File: src/design/scld_pkg.sv
`timescale 1ns / 1ps

package scld_pkg;

    localparam int LINE_LIMIT = 2048;
    localparam int LEN_W      = $clog2(LINE_LIMIT);

    localparam int DATA_W     = 32;
    localparam int BYTE_W     = 8;
    localparam int CODE_W     = 4;
    localparam int CFG_IDX_W  = 2;

    localparam int PAT_COUNT  = 7;
    localparam int PAT_MAX    = 7;
    localparam int PAT_LOG    = 5;
    localparam int PAT_PERIOD = 6;
    localparam int PERIOD_PREFIX = 7;

    typedef logic [BYTE_W-1:0]     byte_t;
    typedef logic [LEN_W-1:0]      len_t;
    typedef logic [PAT_COUNT-1:0]  alive_t;
    typedef logic [CODE_W-1:0]     code_t;
    typedef logic [DATA_W-1:0]     word_t;

    // Command codes on the result channel.
    localparam code_t CMD_UNKNOWN  = 4'd0;
    localparam code_t CMD_OFF      = 4'd1;
    localparam code_t CMD_STOP     = 4'd2;
    localparam code_t CMD_START    = 4'd3;
    localparam code_t CMD_SCALE_F  = 4'd4;
    localparam code_t CMD_SCALE_C  = 4'd5;
    localparam code_t CMD_LOG      = 4'd6;
    localparam code_t CMD_PERIOD   = 4'd7;
    localparam code_t CMD_TOO_LONG = 4'd8;

    // Configuration register indexes.
    localparam logic [CFG_IDX_W-1:0] REG_START_PERIOD  = 2'd0;
    localparam logic [CFG_IDX_W-1:0] REG_START_CELSIUS = 2'd1;

    localparam word_t START_PERIOD_RESET  = 32'd1;
    localparam logic  START_CELSIUS_RESET = 1'b0;

    // Number parser phases.
    localparam logic [1:0] PH_SKIP   = 2'd0;
    localparam logic [1:0] PH_SIGN   = 2'd1;
    localparam logic [1:0] PH_DIGITS = 2'd2;
    localparam logic [1:0] PH_DONE   = 2'd3;

    localparam byte_t CH_LF    = 8'h0A;
    localparam byte_t CH_TAB   = 8'h09;
    localparam byte_t CH_CR    = 8'h0D;
    localparam byte_t CH_SPACE = 8'h20;
    localparam byte_t CH_PLUS  = 8'h2B;
    localparam byte_t CH_MINUS = 8'h2D;
    localparam byte_t CH_ZERO  = 8'h30;
    localparam byte_t CH_NINE  = 8'h39;

    localparam logic [34:0] MAG_CAP = 35'h0_8000_0000;
    localparam word_t       POS_MAX = 32'h7FFF_FFFF;

    // Pattern text, padded with zero bytes past each pattern's length.
    localparam byte_t PAT_TEXT [PAT_COUNT][PAT_MAX] = '{
        '{"O", "F", "F", 8'h00, 8'h00, 8'h00, 8'h00},
        '{"S", "T", "O", "P", 8'h00, 8'h00, 8'h00},
        '{"S", "T", "A", "R", "T", 8'h00, 8'h00},
        '{"S", "C", "A", "L", "E", "=", "F"},
        '{"S", "C", "A", "L", "E", "=", "C"},
        '{"L", "O", "G", 8'h00, 8'h00, 8'h00, 8'h00},
        '{"P", "E", "R", "I", "O", "D", "="}
    };

    localparam logic [2:0] PAT_LEN [PAT_COUNT] = '{
        3'd3, 3'd4, 3'd5, 3'd7, 3'd7, 3'd3, 3'd7
    };

endpackage

File: src/design/sensor_command_line_decoder.sv
`timescale 1ns / 1ps

// Sensor command line decoder.
// Input channel (in_valid/in_ready, rx_byte) takes one received character per
// transaction. Lines end with a newline; each newline produces one result
// transaction on the output channel (out_valid/out_ready) carrying the command
// code and the active stopped flag, scale and period after the command.
// A stored byte beyond the line length limit produces a result with the
// too-long code and halts the block, as does the OFF command; a halted block
// accepts and drops every byte until reset.
// Throughput is one byte per cycle. A byte is held in the input register
// and its result is registered in the output register, which drives
// out_valid. The per-byte update of the match flags and the decimal
// accumulator is combinational logic.
// When the receiver stalls, the result holds and the input register keeps
// taking bytes that produce no result; a byte that would produce a second
// result waits until the output register frees.
// The configuration channel (cfg_valid/cfg_ready, cfg_index, cfg_data) is
// always ready. Reset clears all line state; on the first cycle after reset
// the active period and scale load from the start registers.
module sensor_command_line_decoder
(
    input  logic                                     clk,
    input  logic                                     rst_n,
    input  logic                                     in_valid,
    output logic                                     in_ready,
    input  logic [scld_pkg::BYTE_W-1:0]              rx_byte,
    output logic                                     out_valid,
    input  logic                                     out_ready,
    output logic [scld_pkg::CODE_W-1:0]              command_code,
    output logic                                     stopped,
    output logic                                     celsius,
    output logic signed [scld_pkg::DATA_W-1:0]       period_value,
    input  logic                                     cfg_valid,
    output logic                                     cfg_ready,
    input  logic [scld_pkg::CFG_IDX_W-1:0]           cfg_index,
    input  logic [scld_pkg::DATA_W-1:0]              cfg_data
);
    import scld_pkg::*;

    word_t      start_period_reg;
    logic       start_celsius_reg;
    logic       init_reg;

    logic       a_valid_reg;
    byte_t      a_byte_reg;

    len_t       line_length_reg, line_length_next;
    alive_t     alive_reg, alive_next;
    logic [1:0] phase_reg, phase_next;
    logic       negative_reg, negative_next;
    word_t      magnitude_reg, magnitude_next;
    logic       stopped_reg, stopped_next;
    logic       celsius_reg, celsius_next;
    word_t      period_reg, period_next;
    logic       halted_reg, halted_next;

    logic       out_valid_reg;
    code_t      code_next;

    logic       emit;
    logic       fire;

    always_comb
    begin
        logic        digit;
        logic        found;
        logic [34:0] m;
        word_t       value;

        digit = 1'b0;
        found = 1'b0;
        m     = '0;
        value = '0;

        line_length_next = line_length_reg;
        alive_next       = alive_reg;
        phase_next       = phase_reg;
        negative_next    = negative_reg;
        magnitude_next   = magnitude_reg;
        stopped_next     = stopped_reg;
        celsius_next     = celsius_reg;
        period_next      = period_reg;
        halted_next      = halted_reg;
        code_next        = CMD_UNKNOWN;
        emit             = 1'b0;

        if (a_valid_reg && !halted_reg && a_byte_reg != '0 &&
            !(line_length_reg == '0 && (a_byte_reg == CH_SPACE || a_byte_reg == CH_TAB)))
        begin
            if (a_byte_reg != CH_LF)
            begin
                if (line_length_reg > len_t'(LINE_LIMIT - 2))
                begin
                    halted_next = 1'b1;
                    emit        = 1'b1;
                    code_next   = CMD_TOO_LONG;
                end
                else
                begin
                    for (int i = 0; i < PAT_COUNT; i++)
                    begin
                        if (line_length_reg < len_t'(PAT_LEN[i]))
                        begin
                            if (PAT_TEXT[i][line_length_reg[2:0]] != a_byte_reg)
                                alive_next[i] = 1'b0;
                        end
                        else if (i != PAT_LOG && i != PAT_PERIOD)
                        begin
                            alive_next[i] = 1'b0;
                        end
                    end

                    // The period value starts right after the PERIOD= prefix.
                    if (line_length_reg >= len_t'(PERIOD_PREFIX))
                    begin
                        digit = a_byte_reg >= CH_ZERO && a_byte_reg <= CH_NINE;
                        m = ({3'b000, magnitude_reg} << 3) + ({3'b000, magnitude_reg} << 1)
                            + {31'd0, a_byte_reg[3:0]};
                        case (phase_reg)
                            PH_SKIP:
                            begin
                                if (a_byte_reg == CH_SPACE ||
                                    (a_byte_reg >= CH_TAB && a_byte_reg <= CH_CR))
                                    phase_next = PH_SKIP;
                                else if (a_byte_reg == CH_PLUS || a_byte_reg == CH_MINUS)
                                begin
                                    negative_next = a_byte_reg == CH_MINUS;
                                    phase_next    = PH_SIGN;
                                end
                                else if (digit)
                                begin
                                    magnitude_next = (m > MAG_CAP) ? MAG_CAP[31:0] : m[31:0];
                                    phase_next     = PH_DIGITS;
                                end
                                else
                                    phase_next = PH_DONE;
                            end
                            PH_SIGN, PH_DIGITS:
                            begin
                                if (digit)
                                begin
                                    magnitude_next = (m > MAG_CAP) ? MAG_CAP[31:0] : m[31:0];
                                    phase_next     = PH_DIGITS;
                                end
                                else
                                    phase_next = PH_DONE;
                            end
                            default:
                                phase_next = PH_DONE;
                        endcase
                    end
                    line_length_next = line_length_reg + len_t'(1);
                end
            end
            else
            begin
                emit = 1'b1;
                for (int i = 0; i < 5; i++)
                begin
                    if (!found && alive_reg[i] && line_length_reg == len_t'(PAT_LEN[i]))
                    begin
                        found     = 1'b1;
                        code_next = code_t'(i + 1);
                    end
                end

                if (negative_reg)
                    value = '0 - magnitude_reg;
                else
                    value = (magnitude_reg > POS_MAX) ? POS_MAX : magnitude_reg;

                if (found)
                begin
                    case (code_next)
                        CMD_OFF:     halted_next  = 1'b1;
                        CMD_STOP:    stopped_next = 1'b1;
                        CMD_START:   stopped_next = 1'b0;
                        CMD_SCALE_F: celsius_next = 1'b0;
                        CMD_SCALE_C: celsius_next = 1'b1;
                        default:     ;
                    endcase
                end
                else if (alive_reg[PAT_LOG] && line_length_reg >= len_t'(3))
                    code_next = CMD_LOG;
                else if (alive_reg[PAT_PERIOD] && line_length_reg > len_t'(PERIOD_PREFIX))
                begin
                    code_next   = CMD_PERIOD;
                    period_next = value;
                end
                else
                    code_next = CMD_UNKNOWN;

                line_length_next = '0;
                alive_next       = '1;
                phase_next       = PH_SKIP;
                negative_next    = 1'b0;
                magnitude_next   = '0;
            end
        end
    end

    // A byte that produces no result never waits on the output register.
    assign fire      = a_valid_reg && (!emit || !out_valid_reg || out_ready);
    assign in_ready  = !a_valid_reg || fire;
    assign cfg_ready = 1'b1;

    always_ff @(posedge clk or negedge rst_n)
    begin
        if (!rst_n)
        begin
            start_period_reg  <= START_PERIOD_RESET;
            start_celsius_reg <= START_CELSIUS_RESET;
        end
        else if (cfg_valid && cfg_ready)
        begin
            if (cfg_index == REG_START_PERIOD)
                start_period_reg <= cfg_data;
            else if (cfg_index == REG_START_CELSIUS)
                start_celsius_reg <= cfg_data[0];
        end
    end

    always_ff @(posedge clk or negedge rst_n)
    begin
        if (!rst_n)
        begin
            init_reg        <= 1'b1;
            a_valid_reg     <= 1'b0;
            line_length_reg <= '0;
            alive_reg       <= '1;
            phase_reg       <= PH_SKIP;
            negative_reg    <= 1'b0;
            magnitude_reg   <= '0;
            stopped_reg     <= 1'b0;
            celsius_reg     <= START_CELSIUS_RESET;
            period_reg      <= START_PERIOD_RESET;
            halted_reg      <= 1'b0;
            out_valid_reg   <= 1'b0;
        end
        else
        begin
            if (in_ready)
                a_valid_reg <= in_valid;

            // No byte can be in the input register on the first cycle after reset.
            if (init_reg)
            begin
                init_reg    <= 1'b0;
                celsius_reg <= start_celsius_reg;
                period_reg  <= start_period_reg;
            end
            else if (fire)
            begin
                line_length_reg <= line_length_next;
                alive_reg       <= alive_next;
                phase_reg       <= phase_next;
                negative_reg    <= negative_next;
                magnitude_reg   <= magnitude_next;
                stopped_reg     <= stopped_next;
                celsius_reg     <= celsius_next;
                period_reg      <= period_next;
                halted_reg      <= halted_next;
            end

            if (fire && emit)
                out_valid_reg <= 1'b1;
            else if (out_ready)
                out_valid_reg <= 1'b0;
        end
    end

    always_ff @(posedge clk)
    begin
        if (in_ready)
            a_byte_reg <= rx_byte;
        if (fire && emit)
        begin
            command_code <= code_next;
            stopped      <= stopped_next;
            celsius      <= celsius_next;
            period_value <= period_next;
        end
    end

    assign out_valid = out_valid_reg;

endmodule

File: config.mk
export PLATFORM = sky130hd
export DESIGN_NAME = sensor_command_line_decoder
export DESIGN_NICKNAME = d
export VERILOG_FILES = /design/src/design/scld_pkg.sv /design/src/design/sensor_command_line_decoder.sv
export SDC_FILE = /design/constraint.sdc
export NUM_CORES = 1
export LEC_CHECK = 0
export ABC_AREA = 0
export ABC_CLOCK_PERIOD_IN_PS = 4900
export BUFFER_PORTS_ARGS = -buffer_cell sky130_fd_sc_hd__clkbuf_2
export CELL_PAD_IN_SITES_DETAIL_PLACEMENT = 1
export CELL_PAD_IN_SITES_GLOBAL_PLACEMENT = 1
export CORE_MARGIN = 5
export CORE_UTILIZATION = 43
export DETAILED_ROUTE_END_ITERATION = 8
export PLACE_DENSITY = 0.86
export SYNTH_ARGS = -nofsm -noshare
export SYNTH_HDL_FRONTEND = slang
export SYNTH_SLANG_ARGS = --single-unit
File: constraint.sdc
create_clock -name clk -period 4.9 [get_ports clk]
set_input_delay 0.98 -clock clk [delete_from_list [all_inputs] [get_ports clk]]
set_output_delay 0.98 -clock clk [all_outputs]
set_load 0.01 [all_outputs]
==> results of run 1 <==
## worst register-to-register path: stages (launching register included)
cell and delay, ns:
dfrtp_1 0.44, inv_1 0.12, fa_1 0.53, fa_1 0.48, nand2b_1 0.19, a211oi_1 0.21, buf_4 0.18, o21ai_0 0.16
a211oi_1 0.32, o21ai_0 0.26, a21o_1 0.22, a211o_1 0.29, a2111oi_0 0.33, o21ai_0 0.36, o21ai_0 0.33
## final cells by class
type,count,area share (%)
Clock inverter,14,1.42
Inverter,27,0.790
Sequential cell,170,35.1
Tap cell,335,3.27
Clock buffer,18,3.35
Timing Repair Buffer,109,4.82
Multi-Input combinational cell,944,51.3
## metrics by stage
step / worst slack, ns / total power [mW] / area (um^2) / utilization [%] / hold slack (ns)
global placement: 0.676 / 3.00 / 12200 / 46.9 / 0.458
CTS: 0.0519 / 4.59 / 12800 / 49.2 / 0.491
global route: 0.0596 / 4.82 / 12800 / 49.2 / 0.517
floorplan: 0.520 / 2.67 / 11400 / - / 0.428
finish: 0.320 / 4.60 / 12800 / 49.2 / 0.487
detailed placement: 0.475 / 3.10 / 12200 / 46.9 / 0.474
## cells by family (layout without fill, tap and decap cells)
logic type               count (synthesis)  in the layout  synth area share, %
other                                    2              2               0.0659
XOR/XNOR                                51             51                 3.92
AO/OA/AOI/OAI                          325            325                 18.8
multiplexers                            98             98                 9.18
AND/OR/NAND/NOR                        387            387                 16.3
flip-flops                             170            170                 39.5
buffers and inverters                   95            168                 3.21
adder cells (fa/ha/maj)                 81             81                 9.03
## power by group through the flow
stage / registers [mW] / clock network [mW] / logic [mW]
floorplan: 1.73 / 0 / 0.946
global placement: 1.76 / 0 / 1.23
detailed placement: 1.78 / 0 / 1.32
CTS: 1.76 / 1.48 / 1.35
global route: 1.78 / 1.54 / 1.50
finish: 1.77 / 1.47 / 1.37
## per-layer routing
| layer | track usage [%] | part of all wire (%) | up-vias | wire length, um |
|---|---|---|---|---|
| met4 | 11.9 | 4.7 | 0 | 1800 |
| met2 | 44.1 | 52 | 365 | 19800 |
| met3 | 4.30 | 4.7 | 131 | 1790 |
| met5 | 0 | 0 | - | 0 |
| met1 | 28.7 | 38 | 5180 | 14600 |
| li1 | - | - | 4606 | - |
## path summary, 6_finish.rpt
kind                                            from                 end  slack (ns)  cells after the start
min in group asynchronous                      rst_n  line_length_reg[7]        0.62                      1
worst min-delay path            start_period_reg[29]      period_reg[29]        0.49                      2
worst min register to register  start_period_reg[29]      period_reg[29]        0.49                      2
worst max-delay path              line_length_reg[0]            in_ready        0.32                      8
max in group asynchronous                      rst_n      period_reg[14]        3.40                      2
worst max register to register      magnitude_reg[2]   magnitude_reg[11]        0.38                     14
## placed cells by master, fill, tap and decap left out, types with 46 or more instances in the layout
cell type / instances
mux2i_1: 46
edfxtp_1: 46
a21oi_1: 63
ha_1: 79
mux2_2: 51
o21ai_0: 114
dfrtp_1: 114
nand2_1: 143
clkbuf_2: 85
nor2_1: 80
==> flow_metrics.py, run 1 <==
metrics = {
    "finish": {
        "n_fill_cell": 2974,
        "area_growth_pct": 12.6,
        "nets": 1397,
        "multiInputGateArea_um2": 6580,
        "diodes": 0,
        "final_cells": 1617,
        "seq_area_um2": 4500,
        "layout-drive-gt1-share_pct": 17.6,
    },
    "global_routing": {
        "gr-total-overflow": 0,
        "grt_util_all_layers_pct": 24.7,
        "antenna_found_initial": 0,
        "grt_pass1_wl_um": 60400,
        "grt_max_degree": 71,
        "grt_pass1_vias": 11000,
    },
    "clock_network": {
        "cts_made_buffers": 17,
        "cts_hold_buf": 0,
        "cts_setup_buffers": 0,
        "cts_resized": 0,
        "h-tree-depth": 4,
        "clk_latency_ns": 0.45,
        "max-clock-path-buffers": 2,
        "clock_sinks": 170,
        "cts_tree": "built",
        "cts_root_buf": "clkbuf_16",
        "path_clk_slew_ns": 0.07,
    },
    "yosys": {
        "synth_commonest_cells": "nand2_1 (143), o21ai_0 (115), dfrtp_1 (114), nor2_1 (80), ha_1 (79)",
        "synth-warning-count": 0,
        "yosysTopAreaCell": "dfrtp_1",
        "synth-edff-count": 46,
        "post-synth-top-count-cell": "nand2_1",
        "ys_dominant_reg_cell": "dfrtp_1",
        "synth-seq-area-share_pct": 39.5,
        "synth_cell_types": 75,
        "ys_ff_latch": 170,
        "syn_nets": 1337,
        "netlist_top_cells_area": "dfrtp_1 (25%), edfxtp_1 (12%), ha_1 (8.7%), o21ai_0 (5.1%), mux2_2 (5.0%)",
        "postSynth.asyncResetShare_pct": 72.9,
        "avgSynthCellArea_um2": 9.42,
        "synth.top_cell.area_share_pct": 25.0,
        "synth_area_um2": 11400,
        "syn-instance-count": 1209,
    },
    "worst_setup_path": {
        "slowest_stage": "a2111oi_1",
        "startpoint_type": "register",
        "path_buf_inv": 3,
        "crit_path_frequent_cell": "nor2_1",
        "cp_top_family": "compound AO/OA/AOI/OAI gates",
        "path_max_fanout": 12,
        "max_stage_delay_ns": 0.94,
        "critical_path_class": "register to output port",
        "path_cells": "inv_1, ha_1, a2111oi_1, nor2_1, nor2_1, nand2_1, buf_4, clkbuf_2",
        "endpoint_kind": "output port",
        "critPathArrivalTime_ns": 3.60,
        "crit_required_ns": 3.92,
    },
    "outcome": {
        "status": "complete, no violations",
    },
    "detailed_routing": {
        "wl_per_cell_um": 23.5,
        "drtPass1Iterations": 5,
        "drtIter0Drc": 786,
        "wirelength_um": 38000,
        "postRouteAntennaNets": 0,
        "drc": 0,
        "avgViaCountPerCell": 6.36,
        "routed-via-count": 10300,
    },
    "timing": {
        "layout_min_cycle_time_ns": 4.58,
        "fin_setup_tns_ns": 0,
        "skew_ns": 0.0114,
        "maxSlewViolCount": 0,
        "fin_crit_sh_pct": 93.5,
        "rsz0062_at_grt": "false",
        "finalSetupViolCount": 0,
        "hold_violations": 0,
        "max_freq_mhz": 218,
        "slew_headroom_pct": 32.8,
        "tightestPinTransition_ns": 0.983,
    },
    "placed_design": {
        "dp.cells": 1585,
        "numPortBuffers": 86,
        "place_hpwl_um": 26300,
        "gp_congestion": 0.873,
    },
    "floorplan": {
        "die-area_um2": 29800,
        "pin_count": 88,
        "fp.dieH_um": 173,
        "rows": 59,
        "die_w_um": 173,
        "start_util_pct": 43.7,
        "core_area_um2": 26100,
    },
    "pwr": {
        "powerDensity_nw_per_um2": 359,
        "switching_share_pct": 35.2,
        "pwr-share-seq_pct": 38.4,
        "max-vdd-ir-drop_uv": 227,
        "power_frac_comb_pct": 29.7,
        "clkPwrFrac_pct": 31.9,
        "power.internal_mw": 2.98,
        "leakage_nw": 5.81,
        "switchingPower_mw": 1.62,
    },
    "run": {
        "drv_cap": 0,
    },
    "hold_path": {
        "hold_class": "register to register",
    },
}
Note: power is estimated with default switching activity, not from simulation.
==> run 2: changes to the inputs <==
- CELL_PAD_IN_SITES_DETAIL_PLACEMENT: 1 -> not set
- CELL_PAD_IN_SITES_GLOBAL_PLACEMENT: 1 -> not set
- CORE_UTILIZATION: 43 -> 56
- PLACE_DENSITY: 0.86 -> 0.87
- TNS_END_PERCENT: not set -> 5
==> flow_metrics.py, run 2 (synthesized netlist as in run 1, its figures left out) <==
metrics = {
    "finish": {
        "seq_area_um2": 4500,
        "final_common_cell": "nand2_1",
        "final_cells": 1548,
        "layout_common_cells": "nand2_1 (143), o21ai_0 (114), dfrtp_1 (114)",
        "multiInputGateArea_um2": 6570,
        "nets": 1393,
        "n_fill_cell": 1499,
        "area_growth_pct": 11.5,
        "diodes": 0,
        "layout-drive-gt1-share_pct": 17.4,
    },
    "pwr": {
        "leakage_nw": 5.78,
        "powerDensity_nw_per_um2": 350,
        "power.total_mw": 4.44,
        "max-vdd-ir-drop_uv": 338,
    },
    "placed_design": {
        "numPortBuffers": 86,
        "gp_congestion": 0.935,
        "place_ws_ns": 0.565,
        "dp.cells": 1516,
        "place_hpwl_um": 21400,
    },
    "timing": {
        "maxSlewViolCount": 0,
        "fin_setup_tns_ns": 0,
        "holdWs_ns": 0.485,
        "max_freq_mhz": 214,
        "rsz0062_at_grt": "false",
        "slew_headroom_pct": 17.0,
        "layout_min_cycle_time_ns": 4.67,
        "fin_crit_sh_pct": 95.4,
        "skew_ns": 0.0127,
        "hold_violations": 0,
        "finalSetupViolCount": 0,
        "fin_ws_ns": 0.228,
        "tightestPinTransition_ns": 1.25,
    },
    "clock_network": {
        "clock_sinks": 170,
        "cts_resized": 0,
        "h-tree-depth": 4,
        "cts_tree": "built",
        "path_clk_slew_ns": 0.07,
        "max-clock-path-buffers": 2,
        "cts_made_buffers": 17,
        "clk_latency_ns": 0.44,
        "cts_hold_buf": 0,
        "cts_setup_buffers": 0,
        "cts_root_buf": "clkbuf_16",
    },
    "floorplan": {
        "fp.dieH_um": 153,
        "die-area_um2": 23300,
        "die_w_um": 153,
        "start_util_pct": 56.7,
        "core_area_um2": 20100,
        "pin_count": 88,
        "rows": 52,
    },
    "detailed_routing": {
        "drtPass1Iterations": 5,
        "postRouteAntennaNets": 0,
        "drc": 0,
        "routed-via-count": 10000,
        "avgViaCountPerCell": 6.47,
        "wirelength_um": 30700,
        "drtIter0Drc": 732,
        "wl_per_cell_um": 19.8,
    },
    "hold_path": {
        "hold_class": "register to register",
        "holdCritStartpoint": "alive_reg[0]",
    },
    "worst_setup_path": {
        "path_cells": "inv_1, ha_1, a2111oi_0, nor2_1, nor2_1, nand2_1, buf_4, clkbuf_2",
        "startpoint_type": "register",
        "endpoint_kind": "output port",
        "cp-startpoint": "line_length_reg[0]",
        "path_max_fanout": 12,
        "crit_path_frequent_cell": "nor2_1",
        "critical_path_class": "register to output port",
        "max_stage_delay_ns": 1.05,
        "reg2reg_from": "magnitude_reg[0]",
        "slowest_stage": "a2111oi_0",
        "critPathArrivalTime_ns": 3.69,
        "crit_required_ns": 3.92,
    },
    "outcome": {
        "status": "complete, no violations",
    },
    "global_routing": {
        "grt_util_all_layers_pct": 25.9,
        "antenna_found_initial": 0,
        "gr-total-overflow": 0,
        "grt_pass1_wl_um": 50200,
        "grt_pass1_vias": 10000,
        "grt_max_degree": 71,
    },
    "run": {
        "drv_cap": 0,
    },
}
[run 2: worst paths after layout]
path,slack (ns),endpoint,cells after the start
worst min register to register,0.48,alive_reg[0],2
worst min-delay path,0.48,alive_reg[0],2
worst max register to register,0.52,magnitude_reg[15],14
min in group asynchronous,0.61,line_length_reg[7],1
worst max-delay path,0.23,in_ready,8
max in group asynchronous,3.42,alive_reg[5],2
[run 2: where the power goes]
| group | switching, mW | total (mW) | internal (mW) |
|---|---|---|---|
| logic | 0.762 | 1.29 | 0.532 |
| registers | 0.136 | 1.76 | 1.62 |
| clock network | 0.610 | 1.39 | 0.780 |
| total | 1.51 | 4.44 | 2.93 |
[run 2: final cells by class]
class | instances | area share (%)
multi-input combinational | 944 | 51.8
clock inverter | 13 | 1.23
sequential | 170 | 35.4
tap | 270 | 2.66
inverter | 27 | 0.798
timing repair buffer | 105 | 4.63
clock buffer | 19 | 3.49
[run 2: through the flow]
stage / cell area (um^2) / utilization (%)
after floorplan: 11400 / -
after global placement: 12100 / 60.2
after detailed placement: 12100 / 60.2
after CTS: 12700 / 63.2
after global routing: 12700 / 63.2
final: 12700 / 63.2
[run 2: worst max-delay path: cells and delay by family, from the launching register on]
family / cells / cell delay (ns)
AOI/OAI and AO/OA: 1 / 1.05
adders and majority gates: 1 / 0.33
buffers and inverters: 3 / 0.62
DFF: 1 / 0.62
and+or+nand+nor: 3 / 0.63
[run 2: per-layer routing]
metal | part of all wire [%] | wire length (um) | GRT usage [%] | up-vias
li1 | - | - | - | 4608
met5 | 0 | 0 | 0 | -
met1 | 39 | 11900 | 32.1 | 4784
met2 | 49 | 15200 | 43.8 | 503
met4 | 4.2 | 1280 | 11.1 | 0
met3 | 7.7 | 2350 | 5.71 | 124
